File: src/fvnh_pkg.sv
`timescale 1ns / 1ps
// shared types and constants for the fractal value noise height block
// no dependencies

package fvnh_pkg;

	localparam int GRID_DIM = 4096;
	localparam int GRID_W   = 12;
	localparam int STEP_W   = 16;
	localparam int POS_W    = GRID_W + STEP_W;
	localparam int ACC_W    = 40;

	localparam logic [31:0] HASH_ZMUL = 32'd57;
	localparam logic [31:0] HASH_SMUL = 32'd131;
	localparam logic [31:0] HASH_C1   = 32'd15731;
	localparam logic [31:0] HASH_C2   = 32'd789221;
	localparam logic [31:0] HASH_C3   = 32'd1376312589;

	localparam logic [2:0] REG_SEED   = 3'd0;
	localparam logic [2:0] REG_OCT    = 3'd1;
	localparam logic [2:0] REG_STEP   = 3'd2;
	localparam logic [2:0] REG_HSCALE = 3'd3;
	localparam logic [2:0] REG_BASE   = 3'd4;

	typedef struct packed {
		logic [POS_W-1:0] px;
		logic [POS_W-1:0] pz;
	} coord_t;

	typedef struct packed {
		logic [3:0]  pt;
		logic [2:0]  oct_idx;
		logic        last;
		logic [15:0] fx;
		logic [15:0] fz;
	} tag_t;

endpackage

File: src/fvnh_front.sv
`timescale 1ns / 1ps
// front end: takes items, scales the grid coordinate, holds them in a two-entry queue
// depends on fvnh_pkg

module fvnh_front (
	input  logic                          clk,
	input  logic                          arst_n,
	input  logic                          start,
	input  logic [fvnh_pkg::GRID_W-1:0]   grid_x,
	input  logic [fvnh_pkg::GRID_W-1:0]   grid_z,
	input  logic [fvnh_pkg::STEP_W-1:0]   coord_step,
	output logic                          full,
	output logic                          head_valid,
	output fvnh_pkg::coord_t              head,
	input  logic                          pop
);

	fvnh_pkg::coord_t             entry_q [2];
	logic                         wr_ptr_q, rd_ptr_q;
	logic [1:0]                   count_q;
	logic                         push;
	logic [fvnh_pkg::GRID_W-1:0]  gx, gz;
	fvnh_pkg::coord_t             new_entry;

	assign full       = (count_q == 2'd2);
	assign head_valid = (count_q != 2'd0);
	assign head       = entry_q[rd_ptr_q];
	assign push       = start && !full;

	always_comb begin
		gx = fvnh_pkg::GRID_W'(32'(grid_x) % fvnh_pkg::GRID_DIM);
		gz = fvnh_pkg::GRID_W'(32'(grid_z) % fvnh_pkg::GRID_DIM);
		new_entry.px = fvnh_pkg::POS_W'(gx) * fvnh_pkg::POS_W'(coord_step);
		new_entry.pz = fvnh_pkg::POS_W'(gz) * fvnh_pkg::POS_W'(coord_step);
	end

	always_ff @(posedge clk) begin
		if (push) begin
			entry_q[wr_ptr_q] <= new_entry;
		end
	end

	always_ff @(posedge clk or negedge arst_n) begin
		if (!arst_n) begin
			wr_ptr_q <= 1'b0;
			rd_ptr_q <= 1'b0;
			count_q  <= 2'd0;
		end else begin
			if (push) begin
				wr_ptr_q <= ~wr_ptr_q;
			end
			if (pop) begin
				rd_ptr_q <= ~rd_ptr_q;
			end
			count_q <= count_q + 2'(push) - 2'(pop);
		end
	end

endmodule

File: config.mk
export PLATFORM = sky130hd
export DESIGN_NAME = fvnh_front
export DESIGN_NICKNAME = d
export VERILOG_FILES = /design/src/fvnh_pkg.sv /design/src/fvnh_front.sv
export SDC_FILE = /design/constraint.sdc
export NUM_CORES = 1
export LEC_CHECK = 0
export BUFFER_PORTS_ARGS = -buffer_cell sky130_fd_sc_hd__buf_4
export CORE_MARGIN = 2
export CORE_UTILIZATION = 35
export DETAILED_ROUTE_END_ITERATION = 8
export MAX_ROUTING_LAYER = met4
export PLACE_DENSITY_LB_ADDON = 0.3
export SETUP_SLACK_MARGIN = 0.5
export SLEW_MARGIN = 10
export SYNTH_ARGS = -nofsm -noshare
export SYNTH_HDL_FRONTEND = slang
export SYNTH_SLANG_ARGS = --single-unit
File: constraint.sdc
create_clock -name clk -period 3.95 [get_ports clk]
set_input_delay 0.395 -clock clk [delete_from_list [all_inputs] [get_ports clk]]
set_output_delay 0.395 -clock clk [all_outputs]
set_load 0.02 [all_outputs]
==> impl_results.md <==
* Initial drt markers at 717
* Vias in the first global route at 13841
* Worst-Skew Late Latency at 440 ps
* Hold Slack at 157 ps
* Count leader, synth: inv_1
* Worst Skew at 16.1 ps
* Synthesized flop and latch total at 116
* # DRC at 9
* Flop-to-flop setup slack at 1740 ps
* Setup violators final at 68
* CTS Root Cell: clkbuf_16
* Post-route ant nets at 0
* Hold path depth at 2
* CTS tree: done
* Reg clk slew, reported paths at 60 ps
* Wire length per cell at 16.3 um
* Status: finished, violations left
* Fmax at 218 MHz
* GRT Total Usage at 0.183
* Rows at 79
* TritonCTS Buffers at 17
* H-tree Lvls at 4
* EDFF count, synth at 112
* Die extent in y at 222 um
* Deepest clock path buffer count at 2
* Hold Crit Start: pop
* WP buf/inv at 5
* Yosys top cell area share at 0.338
* Worst path slowest cell: fa_1
* Sequential-to-total area share from yosys stat at 0.209
* Initial antenna violation count at 0
* Post-detail-place hpwl at 30.6 mm
* Critical Path RT at 4130 ps
* Netlist cell types at 62
* Worst setup SP type: input port
* Final Hold Viols at 0
* Cell accounting for the most synthesized area: fa_1
* Port Buffers at 101
* Placer congestion estimate at 0.860
* CP delay by family, top: adder cells
* Total gr overflow at 0
* Max cap viols at 0
* Total clock sinks at 116
* CP arrival at 4780 ps
* Setup WS post-layout at -645 ps
* First-pass GRT wire length at 69.8 mm
* Reg2Reg Depth at 3
* Avg Cell Area, Syn at 9.87 um2
* Violated checks: DRC, setup timing
* Synth Warn # at 0
* Crit Path Class: in2reg
* Area grow syn2layout at 40.5%
* Syn Std Cell Area at 16600 um2
* CP max FO at 8
* Reg-to-Reg Start: count_q[1]$_DFF_PN0_
* Total die area at 49200 um2
* Post-synthesis cell count at 1682
* Crit. End Element: flip-flop
* Slew Limit Headroom at 0.430
* Via count at 12748
* Reg-to-Reg End: entry_q[1][15]$_DFFE_PP_
* Hold Path Sink: rd_ptr_q$_DFFE_PN0P_
* # IOs at 102
* Total wire length at 43.2 mm
* Core Area at 46700 um2
* Die Span X at 222 um
* Syn Nets at 2140
* Top cells by area, synth: fa_1, edfxtp_1, ha_1
* Tmin final at 4590 ps
* Via-per-instance ratio at 4.80
* Crit-path max cell delay at 530 ps
* Inserted Diodes at 0
* Synth top cells by count: inv_1, nand2_1, fa_1, and2_1, ha_1
* Most frequent CP cell: fa_1
* Initial Util at 0.356
* Hold Crit Class: in2reg
* Nets@finish at 2492
* Filler instances at 4142
* Drt pass-1 iters at 7
* Slew Limit Fails at 0
* Share of layout cells above drive strength 1 at 0.384
* Unrepaired setup endpoints after global routing: true
* Synth async-reset ratio at 0.0345
* Crit share post-route at 1.16
* Crit path cell chain: buf_16, buf_6, nand2_4, fa_1, inv_2, fa_1, fa_1, fa_1, inv_1, fa_1, inv_2, ha_4, or2_4, and2_4, a32oi_4, o31ai_4, nand3_1, mux2i_1, nor3_2
* Largest net degree at the start of global routing at 43
* Main synth FF type: edfxtp_1
* Least-Margin Pin Slew at 856 ps
==> through the flow <==
step / area (um2) / setup TNS, ps / utilization / std cells / worst slack, ps
2_1_floorplan: 17700 / -41790 / - / 1682 / -847
3_3_place_gp: 20000 / -72680 / 0.429 / 2529 / -1280
3_5_place_dp: 20000 / -76120 / 0.429 / 2529 / -1280
4_1_cts: 22300 / -28780 / 0.479 / 2620 / -646
5_1_grt: 23300 / -38370 / 0.500 / 2654 / -784
6_report: 23300 / -30150 / 0.500 / 2654 / -645
==> kinds of logic after synthesis <==
family | Yosys count | share of synthesized area
XOR/XNOR | 47 | 0.0248
multiplexers | 57 | 0.0386
buffers and inverters | 430 | 0.0973
adder cells (fa/ha/maj) | 414 | 0.439
flip-flops | 116 | 0.209
AO/OA/AOI/OAI | 122 | 0.0510
AND/OR/NAND/NOR | 496 | 0.141
==> worst max-delay path by stage <==
| stage | to | slack (ps) | start | cells after the start |
|---|---|---|---|---|
| after global placement | entry_q[0][25]$_DFFE_PP_ | -1280 | grid_z[6] | 17 |
| after global routing | entry_q[1][26]$_DFFE_PP_ | -780 | grid_z[5] | 19 |
| after floorplan | entry_q[0][22]$_DFFE_PP_ | -850 | coord_step[9] | 17 |
| after CTS | entry_q[0][26]$_DFFE_PP_ | -650 | grid_z[6] | 18 |
| final | entry_q[0][26]$_DFFE_PP_ | -640 | grid_z[5] | 19 |
| after detailed placement | entry_q[1][22]$_DFFE_PP_ | -1280 | coord_step[7] | 17 |
==> final cells by class <==
| class | count | area (um2) | area share |
|---|---|---|---|
| Clock buffer | 19 | 433 | 0.0186 |
| Clock inverter | 13 | 159 | 0.00681 |
| Inverter | 363 | 1370 | 0.0585 |
| Multi-Input combinational cell | 1136 | 13000 | 0.558 |
| Sequential cell | 116 | 3460 | 0.149 |
| Tap cell | 607 | 759 | 0.0326 |
| Timing Repair Buffer | 400 | 4120 | 0.177 |
==> routing by layer <==
metal  up-vias  GRT usage  share of wire
met5         -          -              0
met4         0     0.0373          0.013
met3        29     0.0274          0.061
met2       316      0.304           0.49
met1      6522      0.238           0.44
li1       5881          -              -
==> state kept, by name, summed over array words and instances (netlist names) <==
register	flops
entry_q	112
rd_ptr_q	1
wr_ptr_q	1
count_q	2
==> what timing repair did <==
item | in CTS | in global routing
pin swaps | 107 | 83
hold buffers | 1 | 0
setup endpoints to repair | 84 | 84
cloned | 13 | 5
gates resized for setup | 262 | 139
hold endpoints to repair | 4 | 0
setup buffers | 45 | 29
==> cells in the final DEF, fill, tap and decap left out, types with 16 or more instances in the layout <==
| cell type | netlist | final |
|---|---|---|
| ha_1 | 134 | 99 |
| nand2_2 | 0 | 45 |
| buf_12 | 0 | 23 |
| ha_4 | 0 | 33 |
| fa_1 | 280 | 260 |
| xnor2_1 | 35 | 18 |
| buf_4 | 0 | 281 |
| fa_2 | 0 | 20 |
| edfxtp_1 | 112 | 112 |
| mux2_2 | 56 | 56 |
| inv_2 | 0 | 37 |
| buf_6 | 0 | 61 |
| nand2_1 | 286 | 228 |
| a21oi_1 | 36 | 16 |
| buf_16 | 0 | 22 |
| inv_1 | 363 | 325 |
| and2_1 | 135 | 102 |
| clkbuf_16 | 0 | 22 |
| and2_4 | 1 | 34 |
| a21o_1 | 18 | 18 |
Power is left out: the tool's default activity adds up to more than one toggle a clock period on the data nets, which glitch-free logic cannot reach.
