===== config.mk =====
export PLATFORM = sky130hd
export DESIGN_NAME = fvnh_norm
export DESIGN_NICKNAME = d
export VERILOG_FILES = /design/src/fvnh_pkg.sv /design/src/fvnh_norm.sv
export SDC_FILE = /design/constraint.sdc
export NUM_CORES = 1
export LEC_CHECK = 0
export BUFFER_PORTS_ARGS = -buffer_cell sky130_fd_sc_hd__buf_2
export CAP_MARGIN = 20
export CORE_UTILIZATION = 25
export DETAILED_ROUTE_END_ITERATION = 7
export PLACE_DENSITY = 0.46
export SYNTH_ARGS = -nofsm -noshare
export SYNTH_HDL_FRONTEND = slang
export SYNTH_SLANG_ARGS = --single-unit
export TNS_END_PERCENT = 30

===== constraint.sdc =====
create_clock -name clk -period 7.24 [get_ports clk]
set_input_delay 0.724 -clock clk [delete_from_list [all_inputs] [get_ports clk]]
set_output_delay 0.724 -clock clk [all_outputs]
set_load 0.005 [all_outputs]

===== src/fvnh_pkg.sv =====
`timescale 1ns / 1ps
// shared types and constants for the fractal value noise height block
// no dependencies

package fvnh_pkg;

	localparam int GRID_DIM = 4096;
	localparam int GRID_W   = 12;
	localparam int STEP_W   = 16;
	localparam int POS_W    = GRID_W + STEP_W;
	localparam int ACC_W    = 40;

	localparam logic [31:0] HASH_ZMUL = 32'd57;
	localparam logic [31:0] HASH_SMUL = 32'd131;
	localparam logic [31:0] HASH_C1   = 32'd15731;
	localparam logic [31:0] HASH_C2   = 32'd789221;
	localparam logic [31:0] HASH_C3   = 32'd1376312589;

	localparam logic [2:0] REG_SEED   = 3'd0;
	localparam logic [2:0] REG_OCT    = 3'd1;
	localparam logic [2:0] REG_STEP   = 3'd2;
	localparam logic [2:0] REG_HSCALE = 3'd3;
	localparam logic [2:0] REG_BASE   = 3'd4;

	typedef struct packed {
		logic [POS_W-1:0] px;
		logic [POS_W-1:0] pz;
	} coord_t;

	typedef struct packed {
		logic [3:0]  pt;
		logic [2:0]  oct_idx;
		logic        last;
		logic [15:0] fx;
		logic [15:0] fz;
	} tag_t;

endpackage


===== src/fvnh_norm.sv =====
`timescale 1ns / 1ps
// normalizer: scales the octave sum, floor-divides by the weight total, adds the offset
// depends on fvnh_pkg

module fvnh_norm (
	input  logic                               clk,
	input  logic                               arst_n,
	input  logic                               in_valid,
	input  logic signed [fvnh_pkg::ACC_W-1:0]  in_total,
	input  logic [5:0]                         height_scale,
	input  logic [3:0]                         oct_count,
	input  logic [5:0]                         base_height,
	output logic                               done,
	output logic signed [7:0]                  height
);

	typedef enum logic [2:0] {
		S_IDLE = 3'b001,
		S_LOAD = 3'b010,
		S_RUN  = 3'b100
	} state_t;

	state_t                                 state_q;
	logic signed [fvnh_pkg::ACC_W+6:0]      prod_q;
	logic signed [16:0]                     y;
	logic [7:0]                             wv, w_q, rem_q, lo_q, rem_n;
	logic [15:0]                            dvd;
	logic [8:0]                             trial;
	logic                                   qbit;
	logic [2:0]                             cnt_q;

	always_comb begin
		y     = 17'(prod_q >>> 30);
		wv    = 8'(9'd256 - (9'd1 << (4'd8 - oct_count)));
		dvd   = 16'(y + $signed({3'b0, wv, 6'b0}));
		trial = {rem_q, lo_q[7]};
		qbit  = (trial >= {1'b0, w_q});
		rem_n = qbit ? 8'(trial - {1'b0, w_q}) : trial[7:0];
	end

	always_ff @(posedge clk) begin
		if (state_q == S_IDLE && in_valid) begin
			prod_q <= (fvnh_pkg::ACC_W+7)'(in_total)
				* (fvnh_pkg::ACC_W+7)'($signed({1'b0, height_scale}));
		end
		if (state_q == S_LOAD) begin
			rem_q <= dvd[15:8];
			lo_q  <= dvd[7:0];
			w_q   <= wv;
		end
		if (state_q == S_RUN) begin
			rem_q <= rem_n;
			lo_q  <= {lo_q[6:0], qbit};
		end
		if (state_q == S_RUN && cnt_q == 3'd7) begin
			height <= $signed(8'({2'b0, base_height}) + {lo_q[6:0], qbit} - 8'd64);
		end
	end

	always_ff @(posedge clk or negedge arst_n) begin
		if (!arst_n) begin
			state_q <= S_IDLE;
			cnt_q   <= '0;
			done    <= 1'b0;
		end else begin
			done <= 1'b0;
			case (state_q)
				S_IDLE: begin
					if (in_valid) begin
						state_q <= S_LOAD;
					end
				end
				S_LOAD: begin
					cnt_q   <= '0;
					state_q <= S_RUN;
				end
				S_RUN: begin
					cnt_q <= cnt_q + 3'd1;
					if (cnt_q == 3'd7) begin
						done    <= 1'b1;
						state_q <= S_IDLE;
					end
				end
				default: begin
					state_q <= S_IDLE;
				end
			endcase
		end
	end

endmodule


==> flow_metrics.py, run 1 <==
metrics = {
    "sta": {
        "maxSlewHeadroom": 0.440,
        "worst_clock_skew_ns": 0.00695,
        "setup_tns_ns": 0,
        "rsz0062_at_grt": "false",
        "min_period_ns": 5.87,
        "hold_violations": 0,
        "timing.fmax_ghz": 0.170,
        "setup_viol_count_final": 0,
        "drv_slew": 0,
        "tightest_slew_ns": 0.837,
        "period_share": 0.811,
    },
    "route": {
        "drc": 0,
        "wl_um": 25400,
        "drt_iter0_markers": 298,
        "firstDrtPassIters": 4,
        "avgRoutedWirePerCell_um": 14.2,
        "routed_via_density": 4.39,
        "detail-route-antenna-nets": 0,
        "vias": 7863,
    },
    "clock_network": {
        "cts_root_buf": "clkbuf_16",
        "numCtsBuffers": 5,
        "clkSinkCount": 55,
        "ctsHoldBuffers": 0,
        "cts_resized": 0,
        "cts_setup_buffers": 0,
        "cts_tree": "yes",
        "clock_latency_ns": 0.29,
        "ctsLongestPathBuffers": 2,
        "clkTransAtPathRegs_ns": 0.07,
        "cts-htree-levels": 2,
    },
    "placement": {
        "port_buffers": 67,
        "place_hpwl_um": 21000,
        "routabilityCongestion": 0.789,
    },
    "setup_path": {
        "crit_type": "in -> reg",
        "path_max_fanout": 40,
        "worstSetupStartpoint": "height_scale[2]",
        "critPathArrivalTime_ns": 5.92,
        "crit_end": "prod_q[45]",
        "reg2reg_to": "height[7]",
        "reg2reg_slack_ns": 3.62,
        "reg2reg_from": "w_q[1]",
        "r2r_cells": 17,
        "start_kind": "input pin",
        "endpoint_kind": "flop",
        "required_ns": 7.29,
    },
    "logic_synthesis": {
        "async_flop_share": 0.127,
        "synthFlopType": "edfxtp_1",
        "ys_ff_latch": 55,
        "synth_nets": 1511,
        "synth_edf_count": 48,
        "yosysUniqueCellTypes": 63,
        "synth.avg_cell_area_um2": 9.24,
        "synth_area_um2": 10900,
        "syn_inst": 1175,
        "yosysWarningCount": 0,
        "ys_seq_area_frac": 0.149,
    },
    "floorplan": {
        "start_util": 0.256,
        "ios": 68,
        "die_area_um2": 44200,
        "die_h_um": 210,
        "core-area_um2": 42400,
        "rows": 75,
        "die_w_um": 210,
    },
    "hold_path": {
        "hold_class": "in -> async",
    },
    "global_route": {
        "antenna_found_initial": 3,
        "grt_max_degree": 41,
        "grt_overflow": 0,
        "gr-usage-all-layers": 0.122,
        "grt_pass1_wl_um": 44200,
        "grt_pass1_vias": 8669,
    },
    "pwr": {
        "power_frac_seq": 0.180,
        "swShare": 0.494,
        "power_switching_mw": 1.59,
        "power_density_nw_per_um2": 270,
        "pwr-share-comb": 0.746,
        "p_leak_nw": 5.70,
        "power_frac_clock": 0.075,
        "intPower_mw": 1.63,
        "ir_drop_mv": 0.117,
    },
    "flow_run": {
        "maxCapViolCount": 0,
    },
    "finish": {
        "drive_gt1_frac": 0.0691,
        "final_cell_mix": "204 x and2_1, 187 x inv_1, 163 x fa_1",
        "utilization": 0.281,
        "diodes": 0,
        "nets": 1550,
        "area_delta_synth_final_pct": 9.89,
        "mostFrequentLayoutCell": "and2_1",
    },
    "status": {
        "status": "complete, no violations",
    },
}
-- synth_stat cells (3+ instances only) --
cell        n  area [µm²]
edfxtp_1   48        1440
a31oi_1     6        37.5
ha_1      114        1430
nand2b_1    5        31.3
dfrtp_1     6         150
inv_1     187         702
nor3_1     17        85.1
xnor2_1    27         236
o21ai_0    19        95.1
a211oi_1    3        22.5
a21oi_1    52         260
mux2i_1     7        70.1
o21a_1      4        30.0
a21o_1     20         150
fa_1      163        3260
and3_1      4        25.0
nor4_1      6        37.5
a22o_1      3        26.3
nand2_1    96         360
clkbuf_1   34         128
o21bai_1   11        82.6
o21ai_1    15        75.1
nor2_1     33         124
xor2_1     13         114
nand4_1    17         106
nor2b_1     6        37.5
and2_1    204        1280
nand3_1     9        45.0
o211ai_1    4        30.0
-- cell families after synthesis --
logic type | synth area share
AO/OA/AOI/OAI | 0.0985
XOR/XNOR | 0.0323
adder cells (fa/ha/maj) | 0.432
buffers and inverters | 0.0779
flip-flops | 0.149
multiplexers | 0.00749
AND/OR/NAND/NOR | 0.203
-- area by class of cell --
| type | count | area [µm²] |
|---|---|---|
| sequential | 55 | 1620 |
| clock inverter | 3 | 18.8 |
| fill | 4605 | 30500 |
| timing repair buffer | 68 | 343 |
| inverter | 188 | 706 |
| tap | 577 | 722 |
| multi-input combinational | 896 | 8390 |
| clock buffer | 5 | 125 |
-- how the worst min path moves through the flow --
stage / startpoint / to / slack [ns]
final: arst_n / cnt_q[1] / 0.25
after global placement: cnt_q[0] / cnt_q[0] / 0.49
after CTS: arst_n / done / 0.25
after detailed placement: cnt_q[1] / cnt_q[1] / 0.49
after global routing: arst_n / done / 0.25
after floorplan: arst_n / cnt_q[0] / 0.43
-- worst max-delay path: stages --
cell	delay [ns]
buf_2	0.57
and2_1	0.25
fa_1	0.45
fa_1	0.47
fa_1	0.54
inv_1	0.05
fa_1	0.53
inv_1	0.04
ha_1	0.32
a21o_1	0.17
a21o_1	0.19
o211ai_1	0.21
a21oi_1	0.11
nor3_1	0.70
o31ai_1	0.22
a31oi_1	0.28
xnor2_1	0.09
-- sequential cells by signal (all words and copies together), names as in the netlist --
| name | flops |
|---|---|
| cnt_q | 3 |
| state_q | 3 |
| lo_q | 8 |
| height | 8 |
| rem_q | 8 |
| prod_q | 16 |
| w_q | 8 |
| done | 1 |
-- metrics by stage --
stage	instances	power, mW	hold slack (ns)	area, µm²	setup slack [ns]
2_1_floorplan	1175	2.43	0.428	10900	1.96
5_1_grt	1792	3.65	0.249	11900	0.973
6_report	1792	3.22	0.248	11900	1.37
3_5_place_dp	1784	3.02	0.492	11800	1.00
4_1_cts	1792	3.27	0.251	11900	1.36
3_3_place_gp	1784	3.00	0.487	11800	1.15
-- power groups by stage --
stage               clock network (mW)  logic, mW  registers [mW]
floorplan                            0       1.86           0.567
global placement                     0       2.41           0.586
detailed placement                   0       2.43           0.588
CTS                              0.247       2.44           0.581
global route                     0.264       2.80           0.590
finish                           0.240       2.40           0.580
-- metal layers --
metal	global-route usage	part of all wire	up-vias
li1	-	-	3880
met1	0.160	0.48	3879
met2	0.221	0.49	78
met3	0.0133	0.023	20
met4	0.0128	0.0075	6
met5	0	0.0014	-
Power figures use the tool's default switching activity.
==> inputs of run 2 (changes only) <==
Settings changed: PLACE_DENSITY 0.46 to 0.47.
Clock period 7.24 ns to 5.1 ns, I/O delays scaled along.
==> run 2 against run 1 <==
Against the previous run: clock power grew 38%; total power rose by 67%; largest power group unchanged; design area grew 12%.
==> flow_metrics.py, run 2 (same netlist as run 1, synthesis figures left out) <==
metrics = {
    "status": {
        "status": "complete, no violations",
    },
    "setup_path": {
        "worstSetupStartpoint": "height_scale[1]",
        "endpoint_kind": "flop",
        "required_ns": 5.13,
        "path_max_fanout": 17,
        "reg2reg_from": "w_q[1]",
        "cp_common_cell": "fa_1",
        "critPathArrivalTime_ns": 5.00,
        "max_stage_delay_ns": 0.55,
        "start_kind": "input pin",
        "crit_type": "in -> reg",
        "cp_slowest_cell": "fa_1",
        "crit_path_cell_trace": "buf_8, buf_12, and2_1, fa_1, fa_1, fa_1, inv_1, fa_1, inv_1, ha_1, nor3_1, o21bai_1, a41o_1, a2111oi_2, buf_4, o31a_1, o21ai_1, a21oi_2, xnor2_1",
    },
    "route": {
        "vias": 8352,
        "detail-route-antenna-nets": 0,
        "drt_iter0_markers": 288,
        "drc": 0,
        "avgRoutedWirePerCell_um": 13.9,
        "wl_um": 27000,
        "routed_via_density": 4.29,
        "firstDrtPassIters": 5,
    },
    "global_route": {
        "grt_pass1_wl_um": 44900,
        "gr-usage-all-layers": 0.124,
        "grt_pass1_vias": 9071,
        "grt_max_degree": 32,
        "grt_overflow": 0,
        "antenna_found_initial": 2,
    },
    "sta": {
        "min_period_ns": 4.97,
        "timing.fmax_ghz": 0.201,
        "worst_clock_skew_ns": 0.00594,
        "rsz0062_at_grt": "true",
        "drv_slew": 0,
        "tightest_slew_ns": 0.793,
        "hold_violations": 0,
        "setup_viol_count_final": 0,
        "maxSlewHeadroom": 0.469,
        "period_share": 0.974,
    },
    "clock_network": {
        "clock_latency_ns": 0.29,
        "cts_root_buf": "clkbuf_16",
        "clkTransAtPathRegs_ns": 0.07,
        "clkSinkCount": 55,
        "numCtsBuffers": 5,
        "ctsLongestPathBuffers": 2,
        "cts_tree": "yes",
        "cts-htree-levels": 2,
    },
    "finish": {
        "mostFrequentLayoutCell": "and2_1",
        "drive_gt1_frac": 0.189,
        "regMostFlops": "prod_q",
        "final_cell_mix": "203 x and2_1, 184 x inv_1, 163 x fa_1",
        "ff_latch_area_um2": 1620,
        "multiInputGateArea_um2": 8530,
        "nets": 1705,
        "area_delta_synth_final_pct": 23.0,
        "diodes": 0,
        "final_cell_area_um2": 13300,
        "largest_reg_flops": 16,
        "fillCellCount": 4576,
    },
    "pwr": {
        "p_leak_nw": 6.51,
        "power_mw": 5.39,
        "ir_drop_mv": 0.164,
        "power_density_nw_per_um2": 404,
    },
    "hold_path": {
        "hold_class": "in -> async",
    },
    "placement": {
        "routabilityCongestion": 0.809,
        "placed_area_um2": 13000,
        "port_buffers": 67,
        "place_hpwl_um": 23100,
    },
    "floorplan": {
        "ios": 68,
        "core-area_um2": 42400,
        "rows": 75,
        "start_util": 0.256,
        "die_h_um": 210,
        "die_w_um": 210,
        "die_area_um2": 44200,
    },
    "flow_run": {
        "maxCapViolCount": 0,
    },
}
[run 2: cell type report]
class	count	share of cell area
clock inverter	2	0.000937
timing repair buffer	223	0.122
sequential	55	0.121
inverter	188	0.0529
multi-input combinational	896	0.639
tap	577	0.0541
clock buffer	6	0.00965
[run 2: power breakdown]
part	internal (mW)	switching [mW]	total (mW)
Clock	0.182	0.151	0.332
Combinational	2.01	2.22	4.23
Sequential	0.753	0.0745	0.827
Total	2.95	2.44	5.39
[run 2: worst paths after layout]
path | slack, ns | cells past startpoint | end
min in group clk | 0.50 | 1 | cnt_q[0]
min reg2reg | 0.50 | 1 | cnt_q[0]
min | 0.04 | 1 | done
max | 0.13 | 19 | prod_q[38]
max in group asynchronous | 4.83 | 1 | state_q[0]
max reg2reg | 1.88 | 17 | height[7]
[run 2: timing repair]
item                                   CTS  global route
pin swaps                                1            22
cloned                                   0             2
hold buffers                             0             0
gates resized for setup                  6            30
setup endpoints to repair               10            16
setup buffers                            1             3
endpoints found under the hold margin    0             0
[run 2: worst max-delay path, delay by kind of cell]
family	cells	cell delay, ns
xor+xnor	1	0.09
compound gates	6	1.14
fa+ha+maj	5	2.37
buf+inv	5	0.53
simple gates	2	0.34
[run 2: per-stage QoR]
| step | hold slack [ns] | instances | setup slack, ns | setup TNS [ns] | util |
|---|---|---|---|---|---|
| 2_1_floorplan | 0.214 | 1175 | 0.0342 | 0 | - |
| 6_report | 0.0397 | 1947 | 0.134 | 0 | 0.315 |
| 3_3_place_gp | 0.346 | 1934 | -0.513 | -5.12 | 0.306 |
| 3_5_place_dp | 0.347 | 1934 | -0.550 | -5.65 | 0.306 |
| 4_1_cts | 0.0359 | 1943 | -0.0450 | -0.125 | 0.310 |
| 5_1_grt | 0.0320 | 1947 | -0.0428 | -0.0445 | 0.315 |
[run 2: per-layer routing]
metal  vias to the layer above  global-route usage  part of all wire
met4                         4              0.0133            0.0076
met3                        16             0.00924             0.017
met1                      4057               0.159              0.46
met5                         -                   0           0.00089
met2                        83               0.232              0.52
li1                       4192                   -                 -
==> inputs of run 3 (changes only) <==
Settings changed: PLACE_DENSITY 0.47 to not set.
==> run 3 against run 2 <==
Against the previous run: critical path depth shrank 3; global-route usage decreased by 0.51 points; design area shrank 3.7%; sequential share of layout area is 0.47 points higher; worst setup slack improved by 0.075 ns; non-clock buffer count decreased by 46; total power decreased by 3.0%; first-iteration DRC count grew 12%; final cell count decreased by 2.3%; die area is the same; critical path type unchanged; largest power group unchanged; highest routed layer unchanged.
==> flow_metrics.py, run 3 (same netlist as run 1, synthesis figures left out) <==
metrics = {
    "route": {
        "drc": 0,
        "drt_iter0_markers": 322,
        "avgRoutedWirePerCell_um": 13.2,
        "firstDrtPassIters": 4,
        "vias": 8364,
        "detail-route-antenna-nets": 0,
        "wl_um": 25000,
        "routed_via_density": 4.40,
    },
    "finish": {
        "regMostFlops": "prod_q",
        "final_cell_mix": "204 x and2_1, 187 x inv_1, 163 x fa_1",
        "mostFrequentLayoutCell": "and2_1",
        "largest_reg_flops": 16,
        "drive_gt1_frac": 0.151,
        "nets": 1659,
        "utilization": 0.303,
        "fillCellCount": 4524,
        "area_delta_synth_final_pct": 18.4,
        "layoutNonFillerInstCount": 1902,
        "final_cell_area_um2": 12900,
    },
    "floorplan": {
        "rows": 75,
        "start_util": 0.256,
        "die_w_um": 210,
        "die_area_um2": 44200,
        "die_h_um": 210,
        "ios": 68,
        "core-area_um2": 42400,
    },
    "clock_network": {
        "cts_root_buf": "clkbuf_16",
        "ctsLongestPathBuffers": 2,
        "numCtsBuffers": 5,
        "ctsHoldBuffers": 0,
        "clock_latency_ns": 0.29,
        "cts_tree": "yes",
        "clkTransAtPathRegs_ns": 0.07,
        "clkSinkCount": 55,
        "cts-htree-levels": 2,
    },
    "placement": {
        "port_buffers": 67,
        "routabilityCongestion": 0.833,
        "placed_area_um2": 12600,
        "place_ws_ns": -0.412,
        "place_hpwl_um": 21400,
        "numPlacedInstances": 1892,
    },
    "setup_path": {
        "path_max_fanout": 21,
        "endpoint_kind": "flop",
        "reg2reg_from": "rem_q[0]",
        "reg2reg_to": "height[6]",
        "cp_slowest_cell": "fa_1",
        "required_ns": 5.14,
        "crit_path_cell_trace": "buf_4, buf_4, and2_1, fa_1, fa_1, fa_1, fa_1, ha_1, a21oi_1, buf_4, o211a_1, o311ai_1, a311oi_1, o21ai_1, nor4_1, nor3_1",
        "reg2reg_slack_ns": 1.86,
        "critPathArrivalTime_ns": 4.93,
        "max_stage_delay_ns": 0.55,
        "cp_common_cell": "fa_1",
        "r2r_cells": 17,
        "start_kind": "input pin",
        "crit_type": "in -> reg",
    },
    "sta": {
        "tightest_slew_ns": 0.801,
        "worst_clock_skew_ns": 0.00682,
        "min_period_ns": 4.89,
        "setup_viol_count_final": 0,
        "drv_slew": 0,
        "hold_violations": 0,
        "period_share": 0.959,
        "fin_hold_ws_ns": 0.0379,
        "rsz0062_at_grt": "true",
        "maxSlewHeadroom": 0.464,
        "timing.fmax_ghz": 0.204,
        "final.setup.worst_slack_ns": 0.209,
    },
    "pwr": {
        "ir_drop_mv": 0.182,
        "p_leak_nw": 6.26,
        "intPower_mw": 2.87,
        "power_frac_clock": 0.074,
        "pwr-share-comb": 0.768,
        "power_density_nw_per_um2": 407,
        "power_frac_seq": 0.157,
        "power_switching_mw": 2.36,
        "swShare": 0.452,
    },
    "global_route": {
        "antenna_found_initial": 2,
        "grt_overflow": 0,
        "grt_pass1_vias": 9203,
        "grt_pass1_wl_um": 43500,
        "grt_max_degree": 40,
        "gr-usage-all-layers": 0.119,
    },
    "flow_run": {
        "maxCapViolCount": 0,
    },
    "status": {
        "status": "complete, no violations",
    },
    "hold_path": {
        "hold_class": "in -> async",
    },
}
==> run 3: worst max-delay path: cells and delay by family <==
kind / cells / cell delay, ns
adder cells (fa/ha/maj): 5 / 2.35
buffers and inverters: 3 / 0.53
AND/OR/NAND/NOR: 3 / 0.54
AO/OA/AOI/OAI: 5 / 1.01
==> run 3: layout make-up <==
| cell class | count | area (µm²) | area share |
|---|---|---|---|
| Clock inverter | 3 | 43.8 | 0.00341 |
| Multi-Input combinational cell | 896 | 8450 | 0.657 |
| Antenna cell | 1 | 2.50 | 0.000195 |
| Inverter | 188 | 706 | 0.0549 |
| Tap cell | 577 | 722 | 0.0562 |
| Sequential cell | 55 | 1620 | 0.126 |
| Timing Repair Buffer | 177 | 1180 | 0.0922 |
| Clock buffer | 5 | 125 | 0.00974 |
==> run 3: how the worst max path moves through the flow <==
stage | slack (ns) | end | depth (start not counted) | startpoint
after floorplan | 0.03 | prod_q[38] | 18 | height_scale[1]
after global placement | -0.41 | prod_q[45] | 17 | height_scale[1]
after detailed placement | -0.41 | prod_q[43] | 17 | height_scale[1]
after CTS | 0.07 | prod_q[43] | 17 | height_scale[1]
after global routing | -0.04 | prod_q[39] | 17 | height_scale[3]
final | 0.21 | prod_q[39] | 16 | height_scale[3]
==> run 3: metal layers <==
metal,vias up,part of all wire,track usage
li1,4102,-,-
met1,4126,0.45,0.149
met2,112,0.51,0.224
met3,22,0.027,0.0113
met4,2,0.0087,0.0159
met5,-,0.00048,0
==> run 3: what timing repair did <==
| item | CTS | global route |
|---|---|---|
| setup endpoints to repair | 8 | 12 |
| buffers inserted | 0 | 1 |
| pin swaps | 0 | 2 |
| gates resized for setup | 3 | 16 |
==> run 3: per-stage QoR <==
stage / total power, mW / TNS (ns)
2_1_floorplan: 3.44 / 0
3_3_place_gp: 4.74 / -4.17
3_5_place_dp: 4.81 / -4.73
4_1_cts: 5.23 / 0
5_1_grt: 5.85 / -0.0431
6_report: 5.23 / 0
==> run 3: power by group through the flow <==
stage          logic [mW]  registers [mW]  clock network [mW]
3_5_place_dp         3.98           0.833                   0
4_1_cts              4.01           0.825               0.397
3_3_place_gp         3.91           0.830                   0
5_1_grt              4.60           0.837               0.412
2_1_floorplan        2.64           0.806                   0
6_report             4.02           0.823               0.389
